==> config.mk <==
export PLATFORM = sky130hd
export DESIGN_NAME = sha256_stream_hasher_top
export DESIGN_NICKNAME = d
export VERILOG_FILES = /design/src/rtl/sha_pkg.sv /design/src/rtl/sha256_stream_hasher_top.sv /design/src/rtl/sha_datapath.sv /design/src/rtl/sha_ctrl.sv
export SDC_FILE = /design/constraint.sdc
export NUM_CORES = 2
export LEC_CHECK = 0
export ABC_AREA = 1
export BUFFER_PORTS_ARGS = -buffer_cell sky130_fd_sc_hd__buf_2
export CAP_MARGIN = 10
export CELL_PAD_IN_SITES_DETAIL_PLACEMENT = 0
export CELL_PAD_IN_SITES_GLOBAL_PLACEMENT = 1
export CORE_MARGIN = 10
export CORE_UTILIZATION = 40
export CTS_BUF_LIST = sky130_fd_sc_hd__clkbuf_16
export CTS_CLUSTER_DIAMETER = 100
export CTS_CLUSTER_SIZE = 28
export DETAILED_ROUTE_END_ITERATION = 8
export MAX_ROUTING_LAYER = met4
export PLACE_DENSITY_LB_ADDON = 0.25
export SLEW_MARGIN = 5
export SYNTH_ARGS = -nofsm -noshare
export SYNTH_HDL_FRONTEND = slang
export SYNTH_SLANG_ARGS = --single-unit
==> constraint.sdc <==
create_clock -name clk -period 31.8 [get_ports clk]
set_clock_uncertainty 0.2 [all_clocks]
set_input_delay 7.95 -clock clk [delete_from_list [all_inputs] [get_ports clk]]
set_output_delay 7.95 -clock clk [all_outputs]
set_load 0.1 [all_outputs]
==> src/rtl/sha_pkg.sv <==
package sha_pkg;

	localparam int unsigned WordW = 32;
	localparam int unsigned NumRounds = 64;
	localparam logic [7:0] PadMark = 8'h80;

	typedef enum logic [2:0] {
		ST_IDLE,
		ST_PAD,
		ST_LOAD,
		ST_ROUND,
		ST_ADD,
		ST_EMIT
	} state_t;

	typedef struct packed {
		logic       buf_wr;
		logic [7:0] buf_data;
		logic [5:0] buf_addr;
		logic       cnt_inc;
		logic       msg_clear;
		logic       load_vars;
		logic       round_en;
		logic       add_chain;
		logic       chain_init;
	} dp_cmd_t;

	typedef struct packed {
		logic [5:0] fill;
		logic [5:0] rnd;
	} dp_stat_t;

	function automatic logic [31:0] round_const(input logic [5:0] t);
		logic [31:0] k [64];
		k = '{
			32'h428a2f98,32'h71374491,32'hb5c0fbcf,32'he9b5dba5,32'h3956c25b,32'h59f111f1,
			32'h923f82a4,32'hab1c5ed5,32'hd807aa98,32'h12835b01,32'h243185be,32'h550c7dc3,
			32'h72be5d74,32'h80deb1fe,32'h9bdc06a7,32'hc19bf174,32'he49b69c1,32'hefbe4786,
			32'h0fc19dc6,32'h240ca1cc,32'h2de92c6f,32'h4a7484aa,32'h5cb0a9dc,32'h76f988da,
			32'h983e5152,32'ha831c66d,32'hb00327c8,32'hbf597fc7,32'hc6e00bf3,32'hd5a79147,
			32'h06ca6351,32'h14292967,32'h27b70a85,32'h2e1b2138,32'h4d2c6dfc,32'h53380d13,
			32'h650a7354,32'h766a0abb,32'h81c2c92e,32'h92722c85,32'ha2bfe8a1,32'ha81a664b,
			32'hc24b8b70,32'hc76c51a3,32'hd192e819,32'hd6990624,32'hf40e3585,32'h106aa070,
			32'h19a4c116,32'h1e376c08,32'h2748774c,32'h34b0bcb5,32'h391c0cb3,32'h4ed8aa4a,
			32'h5b9cca4f,32'h682e6ff3,32'h748f82ee,32'h78a5636f,32'h84c87814,32'h8cc70208,
			32'h90befffa,32'ha4506ceb,32'hbef9a3f7,32'hc67178f2};
		return k[t];
	endfunction

	function automatic logic [31:0] init_hash(input logic [2:0] i);
		logic [31:0] h [8];
		h = '{32'h6a09e667,32'hbb67ae85,32'h3c6ef372,32'ha54ff53a,
			32'h510e527f,32'h9b05688c,32'h1f83d9ab,32'h5be0cd19};
		return h[i];
	endfunction

	function automatic logic [31:0] ror(input logic [31:0] x, input int unsigned n);
		return (x >> n) | (x << (32 - n));
	endfunction

endpackage

==> src/rtl/sha256_stream_hasher_top.sv <==
// SHA-256 engine over a byte stream. Each accepted item carries one byte
// (when has_byte is set) and an end-of-message flag. Bytes are taken one per
// cycle while idle; the 64th byte of a block starts compression (one load,
// 64 rounds of the shared round unit, one chain add) during which no item is
// taken. A closing item pads one byte per cycle into the block buffer, then
// compresses one or two more blocks and emits the eight digest words, word 0
// first, one per accepted output item; the initial hash values are restored
// after the eighth word. Throughput is set by the single round unit.
module sha256_stream_hasher_top
	import sha_pkg::*;
(
	input  logic        clk,
	input  logic        arst_n,
	input  logic        s_tvalid,
	output logic        s_tready,
	input  logic [7:0]  s_tdata,  // [7:0] data_byte
	input  logic        s_tuser,  // has_byte
	input  logic        s_tlast,  // end_of_message
	output logic        m_tvalid,
	input  logic        m_tready,
	output logic [39:0] m_tdata,  // [31:0] digest_word, [34:32] word_index, rest zero
	output logic        m_tlast   // final_word
);

	dp_cmd_t     cmd;
	dp_stat_t    stat;
	logic [2:0]  sel;
	logic [31:0] digest;
	logic [63:0] msg_bits;

	sha_ctrl u_ctrl (
		.clk, .arst_n,
		.in_valid(s_tvalid), .in_ready(s_tready), .in_byte(s_tdata),
		.in_has(s_tuser), .in_end(s_tlast), .stat, .msg_bits, .cmd,
		.out_valid(m_tvalid), .out_ready(m_tready), .out_sel(sel)
	);

	sha_datapath u_dp (
		.clk, .arst_n, .cmd, .stat, .out_sel(sel), .digest, .msg_bits
	);

	// Output item: digest word with its position; last flag on word seven.
	assign m_tdata = {5'd0, sel, digest};
	assign m_tlast = (sel == 3'd7);

	// No input item is taken while a digest is being shown.
	a_no_in_during_out: assert property (@(posedge clk) disable iff (!arst_n)
		m_tvalid |-> !s_tready) else $error("input taken during digest output");
	// After the final word the index wraps and output stops.
	a_end_out: assert property (@(posedge clk) disable iff (!arst_n)
		(m_tvalid && m_tready && m_tlast) |=> !m_tvalid)
		else $error("output continued past final word");

endmodule

==> src/rtl/sha_datapath.sv <==
module sha_datapath
	import sha_pkg::*;
(
	input  logic        clk,
	input  logic        arst_n,
	input  dp_cmd_t     cmd,
	output dp_stat_t    stat,
	input  logic [2:0]  out_sel,
	output logic [31:0] digest,
	output logic [63:0] msg_bits
);

	logic [31:0] buf_q [16];
	logic [31:0] w_q [16];
	logic [31:0] v_q [8];
	logic [31:0] h_q [8];
	logic [5:0]  fill_q;
	logic [5:0]  rnd_q;
	logic [63:0] bits_q;
	logic [31:0] w_new, t1, t2, x15, x2;

	// Block buffer held as sixteen big-endian words; a byte lands in its lane.
	always_ff @(posedge clk) begin
		if (cmd.buf_wr) begin
			buf_q[cmd.buf_addr[5:2]][{~cmd.buf_addr[1:0], 3'b000} +: 8] <= cmd.buf_data;
		end
	end

	always_ff @(posedge clk or negedge arst_n) begin
		if (!arst_n) begin
			fill_q <= '0;
			bits_q <= '0;
			rnd_q  <= '0;
		end else begin
			if (cmd.msg_clear) begin
				fill_q <= '0;
				bits_q <= '0;
			end else if (cmd.cnt_inc) begin
				fill_q <= fill_q + 6'd1;
				bits_q <= bits_q + 64'd8;
			end
			if (cmd.round_en) rnd_q <= rnd_q + 6'd1;
			else if (cmd.load_vars) rnd_q <= '0;
		end
	end

	assign x15 = w_q[4'(rnd_q + 6'd1)];
	assign x2  = w_q[4'(rnd_q + 6'd14)];

	always_comb begin
		if (rnd_q < 6'd16) begin
			w_new = buf_q[rnd_q[3:0]];
		end else begin
			w_new = w_q[rnd_q[3:0]] + (ror(x15, 7) ^ ror(x15, 18) ^ (x15 >> 3))
				+ w_q[4'(rnd_q + 6'd9)] + (ror(x2, 17) ^ ror(x2, 19) ^ (x2 >> 10));
		end
		t1 = v_q[7] + (ror(v_q[4], 6) ^ ror(v_q[4], 11) ^ ror(v_q[4], 25))
			+ ((v_q[4] & v_q[5]) ^ (~v_q[4] & v_q[6])) + round_const(rnd_q) + w_new;
		t2 = (ror(v_q[0], 2) ^ ror(v_q[0], 13) ^ ror(v_q[0], 22))
			+ ((v_q[0] & v_q[1]) ^ (v_q[0] & v_q[2]) ^ (v_q[1] & v_q[2]));
	end

	always_ff @(posedge clk) begin
		if (cmd.load_vars) begin
			for (int i = 0; i < 8; i++) v_q[i] <= h_q[i];
		end else if (cmd.round_en) begin
			w_q[rnd_q[3:0]] <= w_new;
			v_q[7] <= v_q[6];
			v_q[6] <= v_q[5];
			v_q[5] <= v_q[4];
			v_q[4] <= v_q[3] + t1;
			v_q[3] <= v_q[2];
			v_q[2] <= v_q[1];
			v_q[1] <= v_q[0];
			v_q[0] <= t1 + t2;
		end
	end

	always_ff @(posedge clk or negedge arst_n) begin
		if (!arst_n) begin
			for (int i = 0; i < 8; i++) h_q[i] <= init_hash(3'(i));
		end else if (cmd.chain_init) begin
			for (int i = 0; i < 8; i++) h_q[i] <= init_hash(3'(i));
		end else if (cmd.add_chain) begin
			for (int i = 0; i < 8; i++) h_q[i] <= h_q[i] + v_q[i];
		end
	end

	assign stat.fill = fill_q;
	assign stat.rnd  = rnd_q;
	assign digest    = h_q[out_sel];
	assign msg_bits  = bits_q;

endmodule

==> src/rtl/sha_ctrl.sv <==
module sha_ctrl
	import sha_pkg::*;
(
	input  logic        clk,
	input  logic        arst_n,
	input  logic        in_valid,
	output logic        in_ready,
	input  logic [7:0]  in_byte,
	input  logic        in_has,
	input  logic        in_end,
	input  dp_stat_t    stat,
	input  logic [63:0] msg_bits,
	output dp_cmd_t     cmd,
	output logic        out_valid,
	input  logic        out_ready,
	output logic [2:0]  out_sel
);

	state_t     state_q, state_d;
	logic       final_q, final_d;  // current block is the last of the message
	logic       close_q, close_d;  // padding pending after this block
	logic [5:0] pos_q, pos_d;
	logic       two_q, two_d;      // length goes into a separate block
	logic [2:0] sel_q, sel_d;

	always_ff @(posedge clk or negedge arst_n) begin
		if (!arst_n) begin
			state_q <= ST_IDLE;
			final_q <= 1'b0;
			close_q <= 1'b0;
			pos_q   <= '0;
			two_q   <= 1'b0;
			sel_q   <= '0;
		end else begin
			state_q <= state_d;
			final_q <= final_d;
			close_q <= close_d;
			pos_q   <= pos_d;
			two_q   <= two_d;
			sel_q   <= sel_d;
		end
	end

	always_comb begin
		state_d  = state_q;
		final_d  = final_q;
		close_d  = close_q;
		pos_d    = pos_q;
		two_d    = two_q;
		sel_d    = sel_q;
		cmd      = '0;
		in_ready = 1'b0;
		out_valid = 1'b0;
		unique case (state_q)
			ST_IDLE: begin
				in_ready = 1'b1;
				if (in_valid) begin
					if (in_has) begin
						cmd.buf_wr   = 1'b1;
						cmd.buf_data = in_byte;
						cmd.buf_addr = stat.fill;
						cmd.cnt_inc  = 1'b1;
					end
					close_d = in_end;
					final_d = 1'b0;
					if (in_has && stat.fill == 6'd63) begin
						state_d = ST_LOAD;
					end else if (in_end) begin
						state_d = ST_PAD;
						pos_d   = in_has ? stat.fill + 6'd1 : stat.fill;
					end
				end
			end
			ST_PAD: begin
				// Fill one byte per cycle: mark, zeros, length.
				cmd.buf_wr   = 1'b1;
				cmd.buf_addr = pos_q;
				if (close_q) begin
					cmd.buf_data = PadMark;
					close_d = 1'b0;
					two_d   = pos_q > 6'd55;
				end else if (pos_q >= 6'd56 && !two_q) begin
					cmd.buf_data = 8'(msg_bits >> (8 * (63 - 32'(pos_q))));
				end else begin
					cmd.buf_data = 8'h00;
				end
				pos_d = pos_q + 6'd1;
				if (pos_q == 6'd63) begin
					state_d = ST_LOAD;
					final_d = !(close_q ? (pos_q > 6'd55) : two_q);
				end
			end
			ST_LOAD: begin
				cmd.load_vars = 1'b1;
				state_d = ST_ROUND;
			end
			ST_ROUND: begin
				cmd.round_en = 1'b1;
				if (stat.rnd == 6'(NumRounds - 1)) state_d = ST_ADD;
			end
			ST_ADD: begin
				cmd.add_chain = 1'b1;
				if (final_q) begin
					state_d = ST_EMIT;
					sel_d = '0;
				end else if (close_q || two_q) begin
					state_d = ST_PAD;
					pos_d = close_q ? 6'd0 : 6'd0;
					two_d = 1'b0;
					if (close_q) pos_d = 6'd0;
				end else begin
					state_d = ST_IDLE;
				end
			end
			ST_EMIT: begin
				out_valid = 1'b1;
				if (out_ready) begin
					sel_d = sel_q + 3'd1;
					if (sel_q == 3'd7) begin
						cmd.chain_init = 1'b1;
						cmd.msg_clear  = 1'b1;
						final_d = 1'b0;
						state_d = ST_IDLE;
					end
				end
			end
			default: state_d = ST_IDLE;
		endcase
	end

	assign out_sel = sel_q;

endmodule

==> impl_metrics.py <==
metrics = {
    "clock_tree": {
        "cts_tree": "done",
        "postCtsSetupRepairBufs": 0,
        "cts_sinks": 1624,
        "cts_resized": 0,
        "cts-root-buf": "clkbuf_16",
        "cts_made_buffers": 93,
        "clock_latency_ns": 0.84,
        "max-clock-path-buffers": 3,
        "htree_levels": 3,
        "holdBufCountCts": 0,
        "clk_pin_slew_ns": 0.11,
    },
    "critical_path": {
        "r2r-end": "u_dp.v_q[0][31]$_DFFE_PP_",
        "r2r-start": "u_dp.rnd_q[0]$_DFFE_PN0P_",
        "cp-end-kind": "register",
        "cpMostUsedCell": "inv_1",
        "critPathMaxStageDelay_ns": 0.93,
        "critPathMaxFanout": 213,
        "critPathArrivalTime_ns": 15.71,
        "reg2reg_slack_ns": 16.43,
        "r2r.worst_path.cells": 51,
        "path_buf_inv": 11,
        "crit_required_ns": 32.15,
        "critical_path.slowest_cell": "a31oi_2",
        "worstSetupPathType": "register to register",
        "path_delay_family": "compound AO/OA/AOI/OAI gates",
        "cp-start-kind": "register",
    },
    "synthesis": {
        "synth-xor-area-share": 0.0388,
        "postSynthCellCount": 11700,
        "yosysMostFrequentCell": "nand2_1",
        "synth_top_family_by_area": "compound AO/OA/AOI/OAI gates",
        "ys_top_cells_by_area": "edfxtp_1 (37%), nand2_1 (7.6%), o21ai_0 (6.5%)",
        "synthMuxAreaShare": 0.0149,
        "ys_ff_latch": 1624,
        "synthSimpleGateAreaFrac": 0.148,
        "synth-compound-area-share": 0.181,
        "synth.avg_cell_area_um2": 8.84,
        "yosys_warnings": 0,
        "synth_top_flop_cell": "edfxtp_1",
        "synth_area_leader_cell": "edfxtp_1",
        "synth.distinct_cells": 81,
        "ys_seq_area_frac": 0.457,
        "async_flop_share": 0.212,
        "ys_top_cells_by_count": "nand2_1 (2,102), o21ai_0 (1,348), edfxtp_1 (1,280)",
        "syn_area_mm2": 0.103,
        "synth_edf_count": 1280,
        "synth_fa_ha_area_frac": 0.0893,
        "yosys.area.top_type_share": 0.372,
    },
    "hold_path": {
        "min_from": "u_dp.msg_bits[44]$_DFFE_PN0P_",
        "hold_class": "register to register",
        "min_delay_path_depth": 1,
        "hold_end": "u_dp.msg_bits[44]$_DFFE_PN0P_",
    },
    "detailed_routing": {
        "viasPerCell": 5.97,
        "drt_first_pass_iters": 8,
        "drt-initial-drc-count": 10600,
        "wl_met2_um": 192000,
        "drc": 0,
        "route.met3.wl_um": 31200,
        "wl_um": 426000,
        "top_layer": "met4",
        "vias": 88800,
        "wl_met1_um": 186000,
        "wl_per_cell_um": 28.6,
        "final_antenna_net_count": 0,
    },
    "timing": {
        "worst_hold_slack_ns": 0.280,
        "fin_crit_ns": 15.37,
        "fin_crit_sh": 0.483,
        "rsz0062_at_grt": "no",
        "setup_ws_ns": 16.43,
        "fmax_mhz": 65.1,
        "final-hold-violation-count": 0,
        "fin_tns_setup_ns": 0,
        "relSlewSlack": 0.102,
        "worst_pin_slew_ns": 1.35,
        "setup_viol_count_final": 0,
        "slew_viol_final": 0,
    },
    "final_layout": {
        "nets": 12000,
        "drive_gt1_frac": 0.0601,
        "syn2layout_area_growth_pct": 6.85,
        "finalNonFillerCells": 14900,
    },
    "global_routing": {
        "grt_max_degree": 214,
        "grt_use_total": 0.302,
        "grt_pass1_vias": 84000,
        "antenna_found_initial": 16,
        "grt_overflow": 0,
        "grt_first_pass_wirelength_um": 607000,
    },
    "run": {
        "cap_violations": 0,
    },
    "die": {
        "dieWidth_um": 528,
        "core_mm2": 0.257,
        "design.portCount": 57,
        "die_y_um": 528,
        "die-area_mm2": 0.279,
        "fp-row-count": 186,
        "initial_core_util": 0.402,
    },
    "placement": {
        "routabilityCongestion": 1.01,
        "dp_hpwl_um": 302000,
        "io_buffers": 51,
        "dp.cells": 14700,
        "dpl_worst_slack_ns": 16.74,
    },
    "status": {
        "outcome": "complete, no violations",
    },
}
==> layout make-up <==
class	instances	area (um^2)
Fill cell	25400	147000
Tap cell	3384	4230
Clock buffer	93	2330
Clock inverter	81	961
Inverter	1231	4650
Antenna cell	11	27.5
Sequential cell	1624	47200
Multi-Input combinational cell	8215	49200
Timing Repair Buffer	244	1770
==> metal layers <==
layer,GRT usage,up-vias
met4,0.107,0
met5,-,-
met1,0.415,44100
li1,-,40100
met2,0.463,3957
met3,0.0363,615
==> how the worst max path moves through the flow <==
stage                                endpoint  slack, ns                          start  cells past startpoint
floorplan           u_dp.w_q[11][0]$_DFFE_PP_      15.47  u_ctrl.state_q[2]$_DFFE_PN0P_                      8
global placement    u_dp.v_q[0][31]$_DFFE_PP_      16.74      u_dp.rnd_q[0]$_DFFE_PN0P_                     54
detailed placement  u_dp.v_q[0][31]$_DFFE_PP_      16.74      u_dp.rnd_q[0]$_DFFE_PN0P_                     54
CTS                 u_dp.v_q[0][31]$_DFFE_PP_      16.73      u_dp.rnd_q[0]$_DFFE_PN0P_                     54
global route        u_dp.v_q[0][31]$_DFFE_PP_      15.44      u_dp.rnd_q[0]$_DFFE_PN0P_                     54
finish              u_dp.v_q[0][31]$_DFFE_PP_      16.43      u_dp.rnd_q[0]$_DFFE_PN0P_                     51
==> metrics by stage <==
stage               utilization  instance area, um^2
floorplan                     -               103000
global placement          0.417               107000
detailed placement        0.417               107000
CTS                       0.429               110000
global route              0.430               110000
finish                    0.430               110000
==> worst register-to-register path: cells and delay by family, from the launching register on <==
| kind | cells | cell delay [ns] |
|---|---|---|
| buf+inv | 11 | 3.65 |
| flops | 1 | 0.85 |
| fa+ha+maj | 8 | 3.58 |
| compound gates | 13 | 3.93 |
| simple gates | 14 | 1.65 |
| xor+xnor | 4 | 0.97 |
| mux | 1 | 0.25 |
==> sequential cells by signal, indices dropped and copies added, names as in the netlist <==
| signal | flops |
|---|---|
| u_dp.h_q | 256 |
| u_ctrl.two_q | 1 |
| u_dp.fill_q | 6 |
| u_dp.w_q | 512 |
| u_dp.rnd_q | 6 |
| u_ctrl.final_q | 1 |
| u_dp.buf_q | 512 |
| u_ctrl.close_q | 1 |
| u_ctrl.state_q | 3 |
| u_ctrl.pos_q | 6 |
| u_dp.msg_bits | 61 |
| u_dp.v_q | 256 |
| u_ctrl.out_sel | 3 |
==> logic make-up (layout without fill, tap and decap cells) <==
kind of cell	count (synthesis)	in the layout
compound gates	3268	3268
xor+xnor	457	457
fa+ha+maj	623	623
buf+inv	1848	1649
flops	1624	1624
mux	154	154
other cells	1	16
simple gates	3708	3708
==> cell usage in the layout, fill, tap and decap left out, types with 93 or more instances in the layout <==
master	count
a22oi_1	144
nand2_1	2100
xor2_1	285
edfxtp_1	1280
mux2i_1	153
a31oi_1	222
xnor2_1	172
fa_1	195
clkbuf_16	93
nand3_1	499
ha_1	408
dfrtp_1	203
nor2_1	779
o21ai_0	1344
o211ai_1	100
a21oi_1	844
buf_4	187
inv_1	1224
o22ai_1	204
dfstp_2	136
nor3_1	115
Power is left out: the tool's default activity adds up to more than one toggle a clock period on the data nets, which glitch-free logic cannot reach.
